### config.mk
export PLATFORM = sky130hd
export DESIGN_NAME = binary_fraction_decimal_digit_generator
export DESIGN_NICKNAME = d
export VERILOG_FILES = /design/src/design/bfdg_pkg.sv /design/src/design/bfdg_word_ram.sv /design/src/design/bfdg_mac_unit.sv /design/src/design/binary_fraction_decimal_digit_generator.sv
export SDC_FILE = /design/constraint.sdc
export NUM_CORES = 2
export LEC_CHECK = 0
export BUFFER_PORTS_ARGS = -buffer_cell sky130_fd_sc_hd__buf_4
export CAP_MARGIN = 30
export CORE_MARGIN = 8
export CORE_UTILIZATION = 40
export CTS_BUF_LIST = sky130_fd_sc_hd__clkbuf_8
export DETAILED_ROUTE_END_ITERATION = 8
export GPL_TIMING_DRIVEN = 0
export PLACE_DENSITY = 0.63
export SLEW_MARGIN = 20
export SYNTH_ARGS = -nofsm -noshare
export SYNTH_HDL_FRONTEND = slang
export SYNTH_SLANG_ARGS = --single-unit
### constraint.sdc
create_clock -name clk -period 8.5 [get_ports clk]
set_clock_uncertainty 0.05 [all_clocks]
set_input_delay 0.425 -clock clk [delete_from_list [all_inputs] [get_ports clk]]
set_output_delay 0.425 -clock clk [all_outputs]
set_load 0.01 [all_outputs]
### src/design/bfdg_pkg.sv
// Shared types, codes and helpers of the decimal digit generator.
// No dependencies; imported by the MAC unit, the top level and the checker.
package bfdg_pkg;

  localparam logic KIND_LOAD = 1'b0;
  localparam logic KIND_STEP = 1'b1;

  localparam logic [31:0] HALF_WORD = 32'h8000_0000;
  localparam logic [3:0]  MAX_DIGIT = 4'd9;

  typedef enum logic [1:0] {
    HALF_LESS    = 2'd0,
    HALF_EQUAL   = 2'd1,
    HALF_GREATER = 2'd2
  } half_cmp_t;

  // One word of the times-ten ripple: new word and carry into the next word.
  typedef struct packed {
    logic [3:0]  carry;
    logic [31:0] word;
  } mac_out_t;

  // Compare a fraction with one half from its top word and the OR of the rest.
  function automatic half_cmp_t half_of(logic [31:0] top, logic below_nz);
    half_cmp_t res;
    if (top < HALF_WORD) res = HALF_LESS;
    else if (top > HALF_WORD) res = HALF_GREATER;
    else if (below_nz) res = HALF_GREATER;
    else res = HALF_EQUAL;
    return res;
  endfunction

endpackage

### src/design/bfdg_word_ram.sv
// Fraction word store: one write port, one read port, registered read data.
// Depends on nothing.
module bfdg_word_ram #(
  parameter int DEPTH = 64,
  parameter int AW    = 6
) (
  input  logic          clk,
  input  logic          wr_en,
  input  logic [AW-1:0] wr_addr,
  input  logic [31:0]   wr_data,
  input  logic [AW-1:0] rd_addr,
  output logic [31:0]   rd_data
);

  logic [31:0] mem [DEPTH];

  always_ff @(posedge clk) begin
    if (wr_en) mem[wr_addr] <= wr_data;
    rd_data <= mem[rd_addr];
  end

endmodule

### src/design/bfdg_mac_unit.sv
// One word of the multiply-by-ten ripple: 10 * word + carry.
// Depends on bfdg_pkg for the result struct.
module bfdg_mac_unit
  import bfdg_pkg::*;
(
  input  logic [31:0] word_in,
  input  logic [3:0]  carry_in,
  output mac_out_t    result
);

  logic [35:0] wide;

  // times eight plus times two, then the incoming carry
  assign wide = ({4'd0, word_in} << 3) + ({4'd0, word_in} << 1) + {32'd0, carry_in};
  assign result.word  = wide[31:0];
  assign result.carry = wide[35:32];

endmodule

### src/design/binary_fraction_decimal_digit_generator.sv
// Exact binary fraction to decimal digits. The fraction below one lives in a word
// memory of WORD_COUNT 32-bit words; the top entry weighs 2^-32. A load item
// (kind 0) places significand after zero_count leading zero bits and writes two
// words, three when zero_count is not a multiple of 32, one memory write per word.
// A step item (kind 1) multiplies the fraction by ten and returns the carry out
// of the top as the next digit; it walks the live window one word per cycle
// through the single read port. A refused load or a step on an empty window goes
// straight to the result. Every result also reports whether the fraction is
// nonzero and how it compares with one half. A result waits in the output
// register while the next item is taken. The word memory needs no clearing: only
// words inside the window are ever used.
module binary_fraction_decimal_digit_generator
  import bfdg_pkg::*;
#(
  parameter int WORD_COUNT = 64
) (
  input  logic        clk,
  input  logic        rst,
  input  logic        in_valid,
  output logic        in_stall,
  input  logic        kind,
  input  logic [63:0] significand,
  input  logic [11:0] zero_count,
  output logic        out_valid,
  input  logic        out_stall,
  output logic [3:0]  digit,
  output logic        remainder_nonzero,
  output logic [1:0]  half_compare,
  output logic        load_error
);

  localparam int IW = $clog2(WORD_COUNT + 1);
  localparam int AW = $clog2(WORD_COUNT);
  localparam int unsigned LOAD_LIMIT = 32 * (WORD_COUNT - 2);
  localparam logic [IW-1:0] TOP_INDEX = IW'(WORD_COUNT);

  typedef enum logic [2:0] {
    S_IDLE, S_LOAD1, S_LOAD2, S_LOAD3, S_WALK, S_FIN, S_DONE
  } state_t;

  state_t state;

  // window [low, high) and status of the stored fraction
  logic [IW-1:0] low, high;
  logic          stat_nz;
  half_cmp_t     stat_half;

  // walk registers
  logic [IW-1:0] cur, low_w;
  logic [3:0]    carry;
  logic          trim, nz_acc, below_nz;
  logic [31:0]   top_t;

  // load registers
  logic [IW-1:0] ld_top;
  logic [31:0]   w_hi, w_mid, w_lo;
  logic          ld_three;

  // pending result
  logic [3:0] res_digit;
  logic       res_nz, res_err;
  half_cmp_t  res_half;

  // memory ports
  logic          wr_en;
  logic [IW-1:0] wr_idx, rd_idx;
  logic [31:0]   wr_data, rd_data;
  mac_out_t      mac;

  logic          accept, load_bad, last, grow, out_free;
  logic [95:0]   shifted;
  logic [IW-1:0] ld_top_c, cur_next;
  logic          ld_nz;
  half_cmp_t     ld_half, fin_half;

  assign in_stall = (state != S_IDLE);
  assign accept   = in_valid && !in_stall;
  assign out_free = !out_valid || !out_stall;

  // load decode: refuse too many zeros, split the shifted significand into words
  assign load_bad = 32'(zero_count) > LOAD_LIMIT;
  assign shifted  = {significand, 32'd0} >> zero_count[4:0];
  assign ld_top_c = TOP_INDEX - IW'(zero_count[11:5]);
  assign ld_nz    = (significand != 64'd0);
  // only a load with no leading zeros puts a word at the top that can reach one half
  assign ld_half  = (zero_count == 12'd0) ?
                    half_of(significand[63:32], significand[31:0] != 32'd0) : HALF_LESS;

  // walk control
  assign cur_next = cur + IW'(1);
  assign last     = (cur_next == high);
  // a carry out of a window below the top becomes a new top word
  assign grow     = (carry != 4'd0) && (high != TOP_INDEX);
  assign fin_half = (!grow && high == TOP_INDEX && low_w < high) ?
                    half_of(top_t, below_nz) : HALF_LESS;

  assign rd_idx = (state == S_WALK) ? cur_next : low;

  always_comb begin
    wr_en   = 1'b0;
    wr_idx  = cur;
    wr_data = mac.word;
    unique case (state)
      S_LOAD1: begin
        wr_en   = 1'b1;
        wr_idx  = ld_top - IW'(1);
        wr_data = w_hi;
      end
      S_LOAD2: begin
        wr_en   = 1'b1;
        wr_idx  = ld_top - IW'(2);
        wr_data = w_mid;
      end
      S_LOAD3: begin
        wr_en   = 1'b1;
        wr_idx  = ld_top - IW'(3);
        wr_data = w_lo;
      end
      S_WALK: begin
        // trimmed words are written too; they drop out of the window anyway
        wr_en = 1'b1;
      end
      S_FIN: begin
        wr_en   = grow;
        wr_idx  = high;
        wr_data = {28'd0, carry};
      end
      default: begin
        wr_en = 1'b0;
      end
    endcase
  end

  bfdg_word_ram #(
    .DEPTH (WORD_COUNT),
    .AW    (AW)
  ) u_ram (
    .clk     (clk),
    .wr_en   (wr_en),
    .wr_addr (wr_idx[AW-1:0]),
    .wr_data (wr_data),
    .rd_addr (rd_idx[AW-1:0]),
    .rd_data (rd_data)
  );

  bfdg_mac_unit u_mac (
    .word_in  (rd_data),
    .carry_in (carry),
    .result   (mac)
  );

  always_ff @(posedge clk) begin
    if (rst) begin
      state     <= S_IDLE;
      low       <= TOP_INDEX;
      high      <= TOP_INDEX;
      stat_nz   <= 1'b0;
      stat_half <= HALF_LESS;
      out_valid <= 1'b0;
    end else begin
      // drop the result once taken, unless the next one moves in right away
      if (out_valid && !out_stall && state != S_DONE) out_valid <= 1'b0;

      unique case (state)
        S_IDLE: begin
          if (accept) begin
            res_digit <= 4'd0;
            res_err   <= 1'b0;
            res_nz    <= stat_nz;
            res_half  <= stat_half;
            if (kind == KIND_LOAD) begin
              if (load_bad) begin
                // refuse: state untouched, report it as it stands
                res_err <= 1'b1;
                state   <= S_DONE;
              end else begin
                res_nz    <= ld_nz;
                res_half  <= ld_half;
                stat_nz   <= ld_nz;
                stat_half <= ld_half;
                high      <= ld_top_c;
                low       <= (zero_count[4:0] != 5'd0) ? ld_top_c - IW'(3)
                                                       : ld_top_c - IW'(2);
                ld_top    <= ld_top_c;
                ld_three  <= (zero_count[4:0] != 5'd0);
                w_hi      <= shifted[95:64];
                w_mid     <= shifted[63:32];
                w_lo      <= shifted[31:0];
                state     <= S_LOAD1;
              end
            end else if (low >= high) begin
              // empty window: nothing to multiply
              state <= S_DONE;
            end else begin
              // the read of the lowest word was issued this cycle
              cur    <= low;
              low_w  <= low;
              carry  <= 4'd0;
              trim   <= 1'b1;
              nz_acc <= 1'b0;
              state  <= S_WALK;
            end
          end
        end
        S_LOAD1: state <= S_LOAD2;
        S_LOAD2: state <= ld_three ? S_LOAD3 : S_DONE;
        S_LOAD3: state <= S_DONE;
        S_WALK: begin
          carry  <= mac.carry;
          nz_acc <= nz_acc | (mac.word != 32'd0);
          // advance the bottom past zero words while they keep coming
          if (trim && mac.word == 32'd0) low_w <= low_w + IW'(1);
          else trim <= 1'b0;
          if (last) begin
            top_t    <= mac.word;
            below_nz <= nz_acc;
            state    <= S_FIN;
          end else begin
            cur <= cur_next;
          end
        end
        S_FIN: begin
          low <= low_w;
          if (grow) high <= high + IW'(1);
          res_digit <= grow ? 4'd0 : carry;
          res_nz    <= nz_acc | grow;
          res_half  <= fin_half;
          stat_nz   <= nz_acc | grow;
          stat_half <= fin_half;
          state     <= S_DONE;
        end
        S_DONE: begin
          // hold until the output register is free
          if (out_free) begin
            out_valid         <= 1'b1;
            digit             <= res_digit;
            remainder_nonzero <= res_nz;
            half_compare      <= res_half;
            load_error        <= res_err;
            state             <= S_IDLE;
          end
        end
        default: state <= S_IDLE;
      endcase
    end
  end

endmodule

# After elaboration in Yosys (flattened, before gate mapping)

Memories as Yosys holds them, arrays and structs flattened. A register that Yosys moved wholly into a read port is not among the register bits.
Index checks and enable logic that the tools add are counted.

Logic and storage cells: 177
Memories kept: 1
Bits in writable memories: 2,048
Input port bits: 81
Output and inout port bits: 10
Register bits: 193

Memories:

| memory    | depth | width | rd ports | clocked after memory_dff | write ports | RTL line            | source |
|---|---|---|---|---|---|---|---|
| u_ram.mem | 64    | 32    | 1        | 1                        | 1           | bfdg_word_ram.sv:15 | `logic [31:0] mem [DEPTH];` |

Bitwise logic cells: 5
Shift-type cells: 1
$lt $le $gt $ge: 7
Add/subtract/negate cells: 11
Equality and inequality tests: 21
Reductions and logical operators: 38
Multiplexer cells: 67

Operator list:

| operator               | count |
|---|---|
| $pmux W32 S4           | 1 |
| $shr A96 B5 Y96        | 1 |
| $mux W7                | 13 |
| $gt A32 B32 Y1 const B | 2 |
| $lt A32 B32 Y1 const B | 2 |
| $reduce_bool A32 Y1    | 2 |
| $reduce_bool A64 Y1    | 1 |
| $pmux W7 S2            | 4 |
| $add A35 B33 Y36       | 1 |
| $add A36 B4 Y36        | 1 |
| $logic_not A32 Y1      | 1 |
| $mux W2                | 12 |
| $pmux W6 S4            | 1 |
| $add A7 B1 Y7 const B  | 3 |
| $mux W4                | 5 |
| $ne A2 B2 Y1 const B   | 10 |
| $mux W3                | 6 |
| $pmux W3 S6            | 1 |
| $reduce_and A6 Y1      | 3 |
| $mux W1                | 16 |
| $pmux W4 S2            | 2 |
| $reduce_and A3 Y1      | 5 |
| $reduce_and A5 Y1      | 3 |
| $sub A7 B2 Y7 const B  | 2 |
| other kinds (32)       | 52 |

# Longest topological paths before layout

Depth in word-level cells: 9
Mapped depth: 15
Mapped depth without buffers: 14

# By module

A second synthesis with hierarchy kept.

Cell total of the unflattened synthesis: 5,066
Area, all modules: 94,459.3 um^2

Modules (own cells, without submodules):

| module                                  | seq. area each (um^2) | area an instance (um^2) | cells each | times used |
|---|---|---|---|---|
| bfdg_word_ram                           | 62,139.6              | 79,039.6                | 3,511      | 1 |
| binary_fraction_decimal_digit_generator | 5,555.3               | 13,163.9                | 1,245      | 1 |
| bfdg_mac_unit                           | 0.0                   | 2,255.9                 | 310        | 1 |

# Worst setup path before layout

OpenSTA, ideal clock, no wires.

Path kind: input port to flip-flop
Start: in zero_count[4]
End: reg ld_three (enable)
Data arrival time: 8.631 ns
Cell stages on the path: 9
Path slack: -0.869 ns
Library setup time: 0.688 ns
Path buffers: 1
Path through: buf_2 inv_4 nand2_2 nor4_2 inv_1 nor2_1 o21ba_2 nand2_2 nor3_1

Cells in the longest elaborated chain, start to end: 3

Ends and longest elaborated chain:

| what                               | RTL line                                       | source |
|---|---|---|
| start, declared                    | binary_fraction_decimal_digit_generator.sv:23  | `input logic [11:0] zero_count,` |
| $gt A12 B11 Y1                     | binary_fraction_decimal_digit_generator.sv:81  | `assign load_bad = 32'(zero_count) > LOAD_LIMIT;` |
| $not A1 Y1 (no source line)        | --                                             |  |
| $reduce_and A5 Y1 (no source line) | --                                             |  |
| end signal, assigned               | binary_fraction_decimal_digit_generator.sv:185 | `ld_three <= (zero_count[4:0] != 5'd0);` |
| end, declared                      | binary_fraction_decimal_digit_generator.sv:57  | `logic ld_three;` |

Every way passes these cells.
A chain may end at the register's enable or synchronous reset.

# Worst setup path in the final report

Start: reg state[1]
End: mem u_ram.mem[24][15] (enable)

Cells in the longest elaborated chain, start to end: 5

Ends and longest elaborated chain:

| what                                       | RTL line                                       | source |
|---|---|---|
| start, declared                            | binary_fraction_decimal_digit_generator.sv:41  | `state_t state;` |
| start signal, assigned                     | binary_fraction_decimal_digit_generator.sv:206 | `S_LOAD2: state <= ld_three ? S_LOAD3 : S_DONE;` |
| $eq A3 B3 Y1, or another cell as far along | binary_fraction_decimal_digit_generator.sv:103 | `unique case (state)` |
| $reduce_or A4 Y1 (no source line)          | --                                             |  |
| $pmux W1 S2                                | binary_fraction_decimal_digit_generator.sv:103 |  |
| $mux W1                                    | bfdg_word_ram.sv:18                            | `if (wr_en) mem[wr_addr] <= wr_data;` |
| $mux W1 (not written as such)              | bfdg_word_ram.sv:18                            |  |
| end, declared                              | bfdg_word_ram.sv:15                            |  |

Several ways; a longest one is shown, not always the timed one.

==> results.yml <==
run_status:
  run_status: "finished, final reports clean"
sta:
  report.final.setup_viol: 0
  grt_setup_unrepaired: "no"
  final.min_clock_period_ps: 5770
  max_slew.worst_pin.slew_ps: 1226
  fin_hold_ws_ps: 84.23
  fmaxAchievable_mhz: 173.3
  finalCritPeriodShare_pct: 67.88
  relSlewSlack_pct: 17.75
  fin_tns_setup_ps: 0
  final-max-slew-violation-count: 0
  final_count_of_hold_timing_violations: 0
  final.setup.worst_slack_ps: 2730
floorplan:
  core_area_um2: 240800
  design.portCount: 91
  die_height_um: 508.4
  die_w_um: 508.4
  placement_rows: 180
  floorplan.initialDensity_pct: 40.29
  floorplan.die_area_um2: 258500
power_and_ir_drop:
  ir_drop_mv: 0.6565
  powerDensity_nw_per_um2: 477.9
  power.sequential.fraction_pct: 34.0
  power.static_leakage_nw: 40.01
  power.share.clock_pct: 16.2
  power_w: 0.05463
  power.internal_w: 0.03095
  power_switching_share_pct: 43.35
  pwr-share-comb_pct: 49.8
  power_switching_w: 0.02368
clocking:
  clk_latency_ps: 1130
  postCtsSetupRepairBufs: 0
  cts-root-to-sink-buffers: 4
  htree_num_levels: 5
  clock-sinks: 2272
  clock_transition_at_the_registers_of_the_reported_paths_ps: 70
  clockRootBuffer: "sky130_fd_sc_hd__clkbuf_8"
  total_clock_buffers_created_by_cts: 381
  cts_tree: "yes"
place:
  dpl_worst_slack_ps: 2877
  detailed_placement_wirelength_estimate_um: 242000
  globalplace.congestion: 1.045
  numPortBuffers: 86
synth:
  synth_cells: 7735
  ys_top_cells_by_area: "sky130_fd_sc_hd__edfxtp_1 (69%), sky130_fd_sc_hd__nand2_1 (8.5%), sky130_fd_sc_hd__a311oi_1 (3.5%)"
  synth_top_area_cell: "sky130_fd_sc_hd__edfxtp_1"
  synth_seq_cells: 2272
  synth_cell_types: 81
  edff_count_synth: 2219
  yosys_warnings: 0
  mappedNetlistNets: 7907
  proportion_of_synthesized_flip_flops_having_asynchronous_set_or_reset_pct: 0
  synthesis.area_um2: 97000
  syn_area_per_cell_um2: 12.54
  synth_seq_area_share_pct: 69.79
  ys.flop_type: "sky130_fd_sc_hd__edfxtp_1"
  netlist_top_cells_count: "sky130_fd_sc_hd__edfxtp_1 (2,219), sky130_fd_sc_hd__nand2_1 (2,206), sky130_fd_sc_hd__nand3_1 (536)"
  share_of_yosys_cell_area_claimed_by_the_top_area_cell_type_pct: 68.70
  synthMostInstantiatedCell: "sky130_fd_sc_hd__edfxtp_1"
setup_path:
  critical-path-max-stage-delay_ps: 800
  reg2reg_setup_slack_ps: 2730
  crit_fanout: 17
  critPathCaptureType: "flop"
  cp-start-kind: "flop"
  critical_path.reg2reg.endpoint: "u_ram.mem[24][15]"
  critical_path_arrival_ps: 6460
  crit-reg2reg-launch: "state[1]"
  setup.worst_path.class: "reg -> reg"
  cp_slowest_cell: "sky130_fd_sc_hd__nand3b_1"
  critPathMostFrequentCell: "sky130_fd_sc_hd__nand2_1"
  crit_path_cell_trace: "buf_2 -> buf_1 -> clkbuf_1 -> nand2_1 -> ha_1 -> a211oi_1 -> nand2_1 -> xnor2_1 -> a222oi_1 -> nand2_1 -> o21ai_2 -> nand3b_1 -> nor2_4 -> buf_16"
  crit_required_ps: 9190
  r2r.worst_path.cells: 14
worst_hold_path:
  min_from: "zero_count[1]"
  min_delay_worst_type: "in -> reg"
  min_delay_worst_endpoint: "ld_three"
  worstHoldPathCells: 3
cells_and_area:
  finish.net_count: 8608
  final.fill_count: 21046
  post_route_cells_drive_above_1_share_pct: 13.62
  final_util_pct: 47.49
  area_growth_pct: 17.87
detailed_routing:
  detail_route.vias_per_cell: 5.767
  drtAntennaViolNets: 0
  postRouteWirelength_um: 327200
  detailedRoute.firstPassIterationCount: 6
  avgRoutedWirePerCell_um: 27.45
  drc: 0
  first_iter_violations: 8922
  vias: 68731
global_route:
  pin_count_of_the_biggest_net_entering_global_routing: 29
  globalRoute.totalOverflow: 0
  antenna_found_initial: 19
  track_usage_pct: 24.45
  grt_pass1_wl_um: 462900
  vias_in_the_first_global_route: 66055
run:
  maxcap_violations: 0
[flip-flops by register name (all words and copies together), names as in the netlist, 2 cells and up]
signal,cells
u_ram.mem,2048
top_t,32
u_ram.rd_data,32
w_hi,32
w_mid,32
w_lo,31
cur,7
high,7
low,7
low_w,7
ld_top,6
carry,4
digit,4
res_digit,4
state,3
half_compare,2
res_half,2
stat_half,2
[how the worst max path moves through the flow]
stage	slack, ps	end	from
6_report	2730	u_ram.mem[24][15]	state[1]
5_1_grt	2420	u_ram.mem[24][16]	state[1]
4_1_cts	2860	u_ram.mem[24][15]	state[1]
3_5_place_dp	2880	u_ram.mem[24][15]	state[1]
3_3_place_gp	-4350	u_ram.mem[26][14]	state[0]
2_1_floorplan	2330	ld_three	zero_count[4]
[what timing repair did]
item	4_1_cts	5_1_grt
hold buffers	20	0
endpoints found under the hold margin	62	0
resized for setup	0	0
[routing by layer]
metal	wire length (um)	vias to the layer above	part of all wire [%]	global-route usage, %
li1	-	30271	-	-
met1	130000	34090	40	32.25
met2	143100	3670	44	36.95
met3	34230	698	10	6.534
met4	19730	2	6.0	12.99
met5	69	-	0.021	0.2064
[kinds of logic (layout without fill, tap and decap cells)]
logic type      count (synthesis)  count (layout)  share of synthesized area (%)
compound gates               1085            1085                          7.934
xor+xnor                       55              55                         0.4966
fa+ha+maj                      91              91                          1.197
buf+inv                       590            1576                          2.758
flops                        2272            2272                          69.79
mux                           278             278                          3.024
other cells                     0              12                              0
simple gates                 3364            3364                          14.80
[power groups by stage]
stage / Combinational (W) / Sequential [W] / Clock, W
after global placement: 0.0168 / 0.0178 / 0
final: 0.0272 / 0.0186 / 0.00887
after floorplan: 0.0101 / 0.0197 / 0
after detailed placement: 0.0265 / 0.0188 / 0
after global routing: 0.0280 / 0.0186 / 0.00944
after CTS: 0.0266 / 0.0186 / 0.00898
[worst max-delay path, delay by kind of cell, from the launching register on]
kind                       cells  cell delay, ps
and+or+nand+nor                5            2030
adders and majority gates      1             320
DFF                            1             300
xor gates and xnor gates       1             140
buffers and inverters          4            1560
AOI/OAI and AO/OA              3            1020
[cell type report]
class | instances | area [um^2] | area share (%)
well taps | 3185 | 3985 | 3.486
clock buffers | 393 | 5409 | 4.731
plain buffers | 534 | 2462 | 2.154
inverters | 56 | 217.7 | 0.1904
diodes | 12 | 30.03 | 0.02626
clock inverters | 275 | 1329 | 1.162
multi-input cells | 4873 | 27770 | 24.29
repair buffers | 318 | 5435 | 4.754
flip-flops and latches | 2272 | 67690 | 59.21
[through the flow]
step,instance area (um^2),instances
CTS,114200,11901
global route,114300,11911
finish,114300,11918
floorplan,97000,7735
global placement,101600,11006
detailed placement,107300,11213
[placed cells by master, fill, tap and decap left out, drive strengths merged, types with 88 or more instances in the layout]
master	n
edfxtp	2219
nand2	2208
clkbuf	665
buf	560
nand3	536
a311oi	388
and3	269
mux2i	221
nor2	211
inv	199
a21oi	181
o21ai	149
a31oi	138
clkinv	116
a211oi	114
ha	88
No activity file was read; power rests on OpenSTA's default activity.
